`src/rtl/core/sdq_pkg.sv`:
```
`default_nettype none
package sdq_pkg;

	localparam int VALUE_W  = 32;
	localparam int KIND_W   = 2;
	localparam int STATUS_W = 2;

	localparam logic [KIND_W-1:0] KIND_INSERT  = 2'd0;
	localparam logic [KIND_W-1:0] KIND_POP_MIN = 2'd1;
	localparam logic [KIND_W-1:0] KIND_POP_MAX = 2'd2;

	localparam logic [STATUS_W-1:0] ST_OK    = 2'd0;
	localparam logic [STATUS_W-1:0] ST_EMPTY = 2'd1;
	localparam logic [STATUS_W-1:0] ST_FULL  = 2'd2;

	// Operation broadcast to every cell in a cycle.
	typedef struct packed {
		logic                      ins;
		logic                      pop_min;
		logic                      pop_max;
		logic signed [VALUE_W-1:0] value;
	} sdq_ctrl_t;

endpackage
`default_nettype wire

```
`src/rtl/core/sdq_cell.sv`:
```
`default_nettype none
module sdq_cell import sdq_pkg::*; (
	input  logic                      clk,
	input  logic                      arst_n,
	input  sdq_ctrl_t                 ctrl,
	input  logic signed [VALUE_W-1:0] left_val,
	input  logic                      left_vld,
	input  logic                      left_less,
	input  logic signed [VALUE_W-1:0] right_val,
	input  logic                      right_vld,
	output logic signed [VALUE_W-1:0] val,
	output logic                      vld,
	output logic                      less,
	output logic                      sel_max
);

	logic signed [VALUE_W-1:0] val_q;
	logic                      vld_q;
	logic signed [VALUE_W-1:0] val_d;
	logic                      vld_d;

	// entries are sorted, so less forms a prefix of the row
	assign less    = vld_q && (val_q < ctrl.value);
	assign sel_max = vld_q && !right_vld;
	assign val     = val_q;
	assign vld     = vld_q;

	always_comb begin
		val_d = val_q;
		vld_d = vld_q;
		if (ctrl.ins) begin
			if (!less) begin
				// boundary cell takes the new value, cells above shift right
				val_d = left_less ? ctrl.value : left_val;
				vld_d = vld_q | left_vld;
			end
		end else if (ctrl.pop_min) begin
			val_d = right_val;
			vld_d = right_vld;
		end else if (ctrl.pop_max) begin
			vld_d = vld_q & right_vld;
		end
	end

	always_ff @(posedge clk) begin
		val_q <= val_d;
	end

	always_ff @(posedge clk or negedge arst_n) begin
		if (!arst_n) begin
			vld_q <= 1'b0;
		end else begin
			vld_q <= vld_d;
		end
	end

endmodule
`default_nettype wire

```
`config.mk`:
```
export PLATFORM = sky130hd
export DESIGN_NAME = sdq_cell
export DESIGN_NICKNAME = d
export VERILOG_FILES = /design/src/rtl/core/sdq_pkg.sv /design/src/rtl/core/sdq_cell.sv
export SDC_FILE = /design/constraint.sdc
export NUM_CORES = 1
export LEC_CHECK = 0
export BUFFER_PORTS_ARGS = -buffer_cell sky130_fd_sc_hd__buf_2
export CORE_UTILIZATION = 40
export DETAILED_ROUTE_END_ITERATION = 8
export PLACE_DENSITY = 0.73
export SLEW_MARGIN = 20
export SYNTH_ARGS = -nofsm -noshare
export SYNTH_HDL_FRONTEND = slang
export SYNTH_SLANG_ARGS = --single-unit
export TNS_END_PERCENT = 50
```
`constraint.sdc`:
```
create_clock -name clk -period 5.6 [get_ports clk]
set_input_delay 0.28 -clock clk [delete_from_list [all_inputs] [get_ports clk]]
set_output_delay 0.28 -clock clk [all_outputs]
set_load 0.05 [all_outputs]
```
### Word level (Yosys, flattened, before mapping)

Index checks and enable logic that the tools add are counted.

| word-level totals | value |
|---|---|
| logic and storage cells | 21 |
| input bits | 104 |
| register bits | 33 |

| cells by class | value |
|---|---|
| reduce and logical (&&, ||, !) cells | 7 |
| equality and inequality tests | 1 |
| mux-type cells | 8 |
| bitwise operators | 2 |
| order comparisons | 1 |

Operators with widths:

| kind | number |
|---|---|
| 32-bit two-way mux | 4 |
| 32-bit < comparator | 1 |
| 1-bit two-way mux | 4 |
| 2-bit AND reduction | 2 |
| 3-bit nonzero test | 1 |
| 1-bit logical AND | 2 |
| 2-bit != test, second input constant | 1 |
| 2-bit nonzero test | 1 |
| 1-bit AND | 1 |
| 1-bit zero test | 1 |
| 1-bit OR | 1 |

### Logic depth before layout (Yosys ltp)

Gate-level depths: netlist of the first run.

| depth | value |
|---|---|
| depth in word-level cells | 4 |
| mapped depth | 8 |
| depth with buffers taken out | 8 |

### Worst setup path before layout of the first run

OpenSTA, ideal clock, no wires.

| timing path | value |
|---|---|
| path kind | reg-to-reg |
| start point | reg val_q[7] (netlist: val[7]) |
| end point | reg val_q[0] (netlist: val[0]) (enable) |
| stages on the path, launching flop included | 7 |
| slack | 1.021 ns |
| clock period less this slack | 4.579 ns |
| library setup time | 0.461 ns |
| data required time | 5.139 ns |
| data arrival time | 4.117 ns |
| buffers on the path | 0 |
| cell sequence | edfxtp_1 -> ha_1 -> nand4_1 -> o311a_1 -> o41ai_2 -> a211oi_1 -> nor3_1 |

| between the ends | value |
|---|---|
| longest elaborated chain between the ends | 4 |

RTL lines:

| what | RTL line | source |
|---|---|---|
| start, declared | sdq_cell.sv:17 | `logic signed [VALUE_W-1:0] val_q;` |
| start signal, assigned | sdq_cell.sv:46 | `val_q <= val_d;` |
| 32-bit < comparator | sdq_cell.sv:23 | `assign less = vld_q && (val_q < ctrl.value);` |
| 1-bit logical AND | sdq_cell.sv:23 |  |
| 2-bit != test (no source line) | n/a |  |
| 2-bit AND reduction (no source line) | n/a |  |

No other way between the ends.
A chain may end at the register's enable or synchronous reset.

### Final worst setup path of the first run

| timing path | value |
|---|---|
| start point | reg val_q[7] (netlist: val[7]) |
| end point | reg val_q[9] (netlist: val[9]) (enable) |

Same word-level chain as after synthesis.

==> results of run 1 <==
[cell families (layout without fill, tap and decap cells)]
family / after synthesis / in the layout / synth area share (%)
muxes: 33 / 33 / 13.3
adders and majority gates: 31 / 31 / 15.6
DFF: 33 / 33 / 39.6
buffers and inverters: 44 / 181 / 6.79
and+or+nand+nor: 63 / 63 / 11.1
AOI/OAI and AO/OA: 60 / 60 / 13.7
[layout by cell type (no fill, tap or decap), drive strengths merged, types with 2 or more instances in the layout]
cell type  Yosys  routed
edfxtp        32      32
o21ai          4       4
nand3          3       3
nor2          38      38
clkinv         0       3
inv           32      32
buf            5     140
a211oi         2       2
nand2          9       9
ha            31      31
mux2i         33      33
a21oi         46      46
nand4          6       6
nor3           2       2
clkbuf         7       5
[worst max-delay path, stage by stage (launching register included)]
cell      delay, ns
edfxtp_1       0.39
ha_1           0.33
nand4_1        0.10
o311a_1        0.37
o41ai_2        0.34
a211oi_1       0.18
nor3_4         0.64
buf_4          0.39
[flip-flops by register name, summed over array words and instances, names as in the netlist]
| register | count |
|---|---|
| val | 32 |
| vld | 1 |
[final cells by class]
type,instances,area (µm²)
Tap cell,75,93.8
Sequential cell,33,986
Clock buffer,5,68.8
Multi-Input combinational cell,187,1350
Clock inverter,3,12.5
Inverter,32,120
Timing Repair Buffer,141,716
Fill cell,558,2610
[per-layer routing]
layer	vias to the layer above	track usage, %
met3	7	4.49
met2	104	35.7
met1	1032	21.3
met5	-	0
li1	1218	-
met4	0	4.82
[power by group through the flow]
| stage | Sequential, mW | Combinational (mW) | Clock, mW |
|---|---|---|---|
| after floorplan | 0.455 | 0.138 | 0 |
| after global placement | 0.339 | 0.354 | 0 |
| after detailed placement | 0.341 | 0.361 | 0 |
| after CTS | 0.335 | 0.363 | 0.177 |
| after global routing | 0.339 | 0.394 | 0.185 |
| final | 0.335 | 0.360 | 0.170 |
[cells in the mapped netlist, types with 2 or more instances]
master,n,area share [%]
buf_1,2,0.30
o21ai_0,4,0.80
nor2_1,38,5.7
edfxtp_1,32,39
nand4_1,6,1.5
nand3_1,3,0.60
buf_2,3,0.60
a211oi_1,2,0.60
nand2_1,9,1.4
clkbuf_1,7,1.1
inv_1,32,4.8
nor3_1,2,0.40
a21oi_1,46,9.3
mux2i_1,33,13
ha_1,31,16
[what timing repair did]
item                      in CTS  in global routing
hold endpoints to repair       1                  0
gates resized for setup        0                  0
hold buffers                   1                  0
[worst max-delay path by stage]
stage,to
final,val[9]
after global routing,val[10]
after CTS,val[6]
after detailed placement,val[9]
after global placement,val[5]
after floorplan,val[0]
[metrics by stage]
step           instances  hold slack (ns)  setup slack [ns]  power (mW)  util, %
6_report             476            0.262              2.54       0.865     56.1
3_3_place_gp         467           0.0575              2.24       0.693     54.5
3_5_place_dp         467           0.0566              2.13       0.702     54.5
5_1_grt              476            0.256              2.31       0.919     56.1
4_1_cts              476            0.254              2.13       0.875     56.0
2_1_floorplan        264          -0.0156              1.02       0.593        -
==> qor.csv, run 1 <==
stage,metric,value,unit
pwr,p_leak,1.74,nW
critical_path,endpoint_kind,flop,
layout,fin_nets,535,
clocking,worstSkewPairLatency,0.28,ns
pwr,power_frac_clock,19.7,%
yosys,synth_edf_count,32,
global_routing,grt_pass1_vias,2140,
yosys,ys_warn_count,0,
pwr,pwr-share-comb,41.6,%
routing,vias_per_cell,4.96,
critical_path,path_class,flop to flop,
pwr,power.internal,0.516,mW
routing,route.vias.total,2361,
placement,place_congestion,0.787,
critical_path,r2r_start,val[7],
clocking,cts_buffers,5,
routing,drt_iter0_drc,41,
pwr,sw_frac_of_total,40.3,%
clocking,htree_levels,2,
routing,wl_met2,2910,µm
job,maxCapViolations,0,
placement,place_area,3240,µm²
pwr,peakVddDrop,0.000130,V
global_routing,grt_max_degree,70,
critical_path,critPathArrivalTime,3.02,ns
routing,drc,0,
routing,routed_wirelength,6050,µm
clocking,clockBufferDepth,2,
timing,period_minus_slack,3.06,ns
global_routing,grt_use_total,19.0,%
pwr,power.switching,0.348,mW
yosys,syn_area,2490,µm²
min_path,hp-class,input pin to flop,
clocking,cts-root-buf,clkbuf_8,
layout,antenna_cells,0,
timing,max_slew.worst_pin.slew,0.964,ns
min_path,min_from,right_vld,
routing,routed.top_layer,met4,
run_status,outcome,"complete, no violations",
timing,timing.setup.tns,0,ns
critical_path,critPathLaunchType,flop,
critical_path,rrSetupSlack,2.54,ns
critical_path,reg2reg_depth,7,
pwr,p_seq_share,38.7,%
routing,wl_met3,510,µm
yosys,synthesis.nets,399,
yosys,ys.flop_type,edfxtp_1,
min_path,min_path_cells,2,
die,num_io_pins,139,
clocking,clkSinkCount,33,
layout,layout-drive-gt1-share,36.9,%
yosys,seq_area_frac_synth,39.6,%
yosys,synthDistinctLibCells,29,
critical_path,rr_endpoint,val[9],
critical_path,critPathRequiredTime,5.56,ns
die,rows,28,
critical_path,startpoint,val[7],
timing,max_freq,327,MHz
die,die_area,6540,µm²
die,start_util,41.8,%
clocking,cts.clk_slew.worst_paths,0.07,ns
yosys,synthCells,264,
pwr,powerDensity,259,nW/µm²
layout,area_growth_syn_to_layout,34.3,%
routing,wl_met1,2580,µm
global_routing,grt_pass1_wl,9360,µm
timing,setup_violations,0,
timing,skew,0.00590,ns
yosys,synthArstFlopShare,3.03,%
routing,detail-route-antenna-nets,0,
min_path,hold_end,vld,
layout,final_cell_area,3340,µm²
timing,final_max_slew_viol_count,0,
routing,dr.pass1.iters,4,
clocking,cts_tree,built,
timing,rsz0062_at_grt,no,
die,die_x,80.9,µm
clocking,cts_setup_buffers,0,
timing,relSlewSlack,35.7,%
global_routing,antenna_found_initial,0,
global_routing,grt_overflow,0,
critical_path,cp_max_fo,18,
timing,finalHoldViolCount,0,
die,core,5960,µm²
die,die_y,80.9,µm
placement,dp_hpwl,4780,µm
timing,post-route-period-util,54.6,%
placement,portBuffers,138,
yosys,ys_seq_elements,33,
yosys,syn_avg_cell_area,9.43,µm²
routing,wl_per_cell,12.7,µm
No activity file was read; power rests on OpenSTA's default activity.
==> inputs of run 2 (changes only) <==
--- a/config.mk
+++ b/config.mk
@@ -8,7 +8,7 @@
 export BUFFER_PORTS_ARGS = -buffer_cell sky130_fd_sc_hd__buf_2
 export CORE_UTILIZATION = 40
 export DETAILED_ROUTE_END_ITERATION = 8
-export PLACE_DENSITY = 0.73
+export PLACE_DENSITY = 0.76
 export SLEW_MARGIN = 20
 export SYNTH_ARGS = -nofsm -noshare
 export SYNTH_HDL_FRONTEND = slang
==> constraint.sdc (replaced) <==
create_clock -name clk -period 2.5 [get_ports clk]
set_input_delay 0.125 -clock clk [delete_from_list [all_inputs] [get_ports clk]]
set_output_delay 0.125 -clock clk [all_outputs]
set_load 0.05 [all_outputs]
==> run 2 against run 1 <==
Against the previous run: routed wire length is 4.2% higher; via count up 1.8%; worst hold slack got worse by 0.13 ns; largest power group unchanged; first-iteration DRC count grew 93%.
==> qor.csv, run 2 (same netlist as run 1, synthesis figures left out) <==
stage,metric,value,unit
pwr,pwr-share-comb,40.4,%
die,rows,28,
critical_path,slowest_stage,edfxtp_1,
placement,dpl_worst_slack,0.105,ns
routing,drt_iter0_drc,79,
critical_path,path_class,flop to output port,
critical_path,path_cells,"ha_4, nand4_1, o311a_1, o41ai_2, a21oi_1, mux2i_1, buf_4",
die,die_y,80.9,µm
pwr,sw_frac_of_total,37.5,%
global_routing,grt_use_total,19.6,%
layout,layout-drive-gt1-share,39.1,%
run_status,outcome,"complete, no violations",
pwr,powerDensity,609,nW/µm²
placement,portBuffers,138,
placement,dp_hpwl,5110,µm
routing,drc,0,
routing,wl_met3,404,µm
routing,dr.pass1.iters,4,
min_path,hp-class,input pin to flop,
critical_path,endpoint_kind,output port,
timing,period_minus_slack,2.45,ns
clocking,cts.clk_slew.worst_paths,0.06,ns
global_routing,grt_pass1_vias,2336,
clocking,clkSinkCount,33,
timing,final_max_slew_viol_count,0,
pwr,power.total,2.13,mW
clocking,cts-root-buf,clkbuf_8,
critical_path,critPathRequiredTime,2.38,ns
timing,post-route-period-util,98.2,%
layout,final_cell_mix,"buf_2, a21oi_1, nor2_1, mux2i_1",
layout,nFillCells,527,
critical_path,cp_max_fo,3,
timing,rsz0062_at_grt,yes,
pwr,p_seq_share,35.4,%
routing,routed_wirelength,6300,µm
timing,finalHoldViolCount,0,
pwr,power.switching,0.799,mW
clocking,clockBufferDepth,2,
critical_path,critPathArrivalTime,2.33,ns
layout,mostFrequentLayoutCell,buf_2,
clocking,cts_tree,built,
clocking,htree_levels,2,
timing,relSlewSlack,65.0,%
die,die_x,80.9,µm
routing,route.vias.total,2404,
routing,routed.top_layer,met4,
timing,max_freq,407,MHz
pwr,power.internal,1.33,mW
timing,setup_violations,0,
placement,place_congestion,0.803,
routing,wl_met1,2530,µm
die,num_io_pins,139,
die,die_area,6540,µm²
pwr,peakVddDrop,0.000354,V
global_routing,grt_overflow,0,
global_routing,antenna_found_initial,0,
critical_path,rrSetupSlack,0.11,ns
critical_path,path_buf_inv,1,
clocking,cts_buffers,5,
routing,wl_met2,3220,µm
job,maxCapViolations,0,
pwr,p_leak,1.78,nW
critical_path,critPathMaxStageDelay,0.43,ns
clocking,worstSkewPairLatency,0.28,ns
die,core,5960,µm²
timing,fin_ws,0.0459,ns
global_routing,grt_max_degree,39,
die,start_util,41.8,%
critical_path,critPathLaunchType,flop,
layout,area_growth_syn_to_layout,40.4,%
global_routing,grt_pass1_wl,9810,µm
layout,largest_register_ffs,32,
timing,skew,0.00611,ns
pwr,power_frac_clock,24.2,%
critical_path,crit_family,compound AO/OA/AOI/OAI gates,
layout,antenna_cells,0,
layout,fin_nets,538,
timing,max_slew.worst_pin.slew,0.524,ns
routing,wl_per_cell,13.2,µm
routing,vias_per_cell,5.02,
routing,detail-route-antenna-nets,0,
==> run 2: changes by cell type in the layout (fill, tap and decap cells not counted), sizes merged <==
cell / change
clkbuf: +2
bufinv: +1
buf: +3
clkinv: -3
==> run 2: stage by stage <==
stage,util [%],std cells,TNS [ns],hold slack (ns),instance area (µm²)
final,58.7,479,0,0.134,3490
after global routing,58.7,479,-0.0477,0.126,3490
after CTS,58.6,478,0,0.128,3490
after detailed placement,56.4,469,0,-0.0923,3360
after global placement,56.4,469,0,-0.0914,3360
after floorplan,-,264,-18.39,-0.171,2570
==> run 2: final timing paths <==
path	startpoint	to	cells past startpoint
worst max-delay path	val[7]	less	7
worst min register to register	vld	vld	1
min in group asynchronous	arst_n	vld	2
max in group asynchronous	arst_n	vld	2
worst max register to register	val[21]	val[6]	8
worst min-delay path	right_vld	vld	2
==> run 2: area by class of cell <==
type	count	area, µm²	area share [%]
Clock buffer	7	86.3	2.47
Clock inverter	1	30.0	0.859
Sequential cell	33	986	28.2
Multi-Input combinational cell	187	1410	40.4
Tap cell	75	93.8	2.69
Timing Repair Buffer	144	766	21.9
Inverter	32	120	3.44
==> run 2: per-layer routing <==
metal,vias up,GRT usage [%]
li1,1224,-
met1,1077,22.0
met2,88,35.9
met3,15,4.04
met4,0,8.04
met5,-,0
==> run 2: timing repair <==
item,in CTS,in global routing
setup buffers,0,1
hold endpoints to repair,1,0
pin swaps,0,1
endpoints found under the setup margin,1,33
gates resized for setup,1,0
hold buffers,1,0
==> run 2: power by group through the flow <==
stage               clock (mW)  combinational, mW  sequential (mW)
finish                   0.516              0.860            0.753
global route             0.547              0.934            0.761
CTS                      0.529              0.862            0.754
detailed placement           0              0.852            0.766
global placement             0              0.829            0.761
floorplan                    0              0.328             1.02
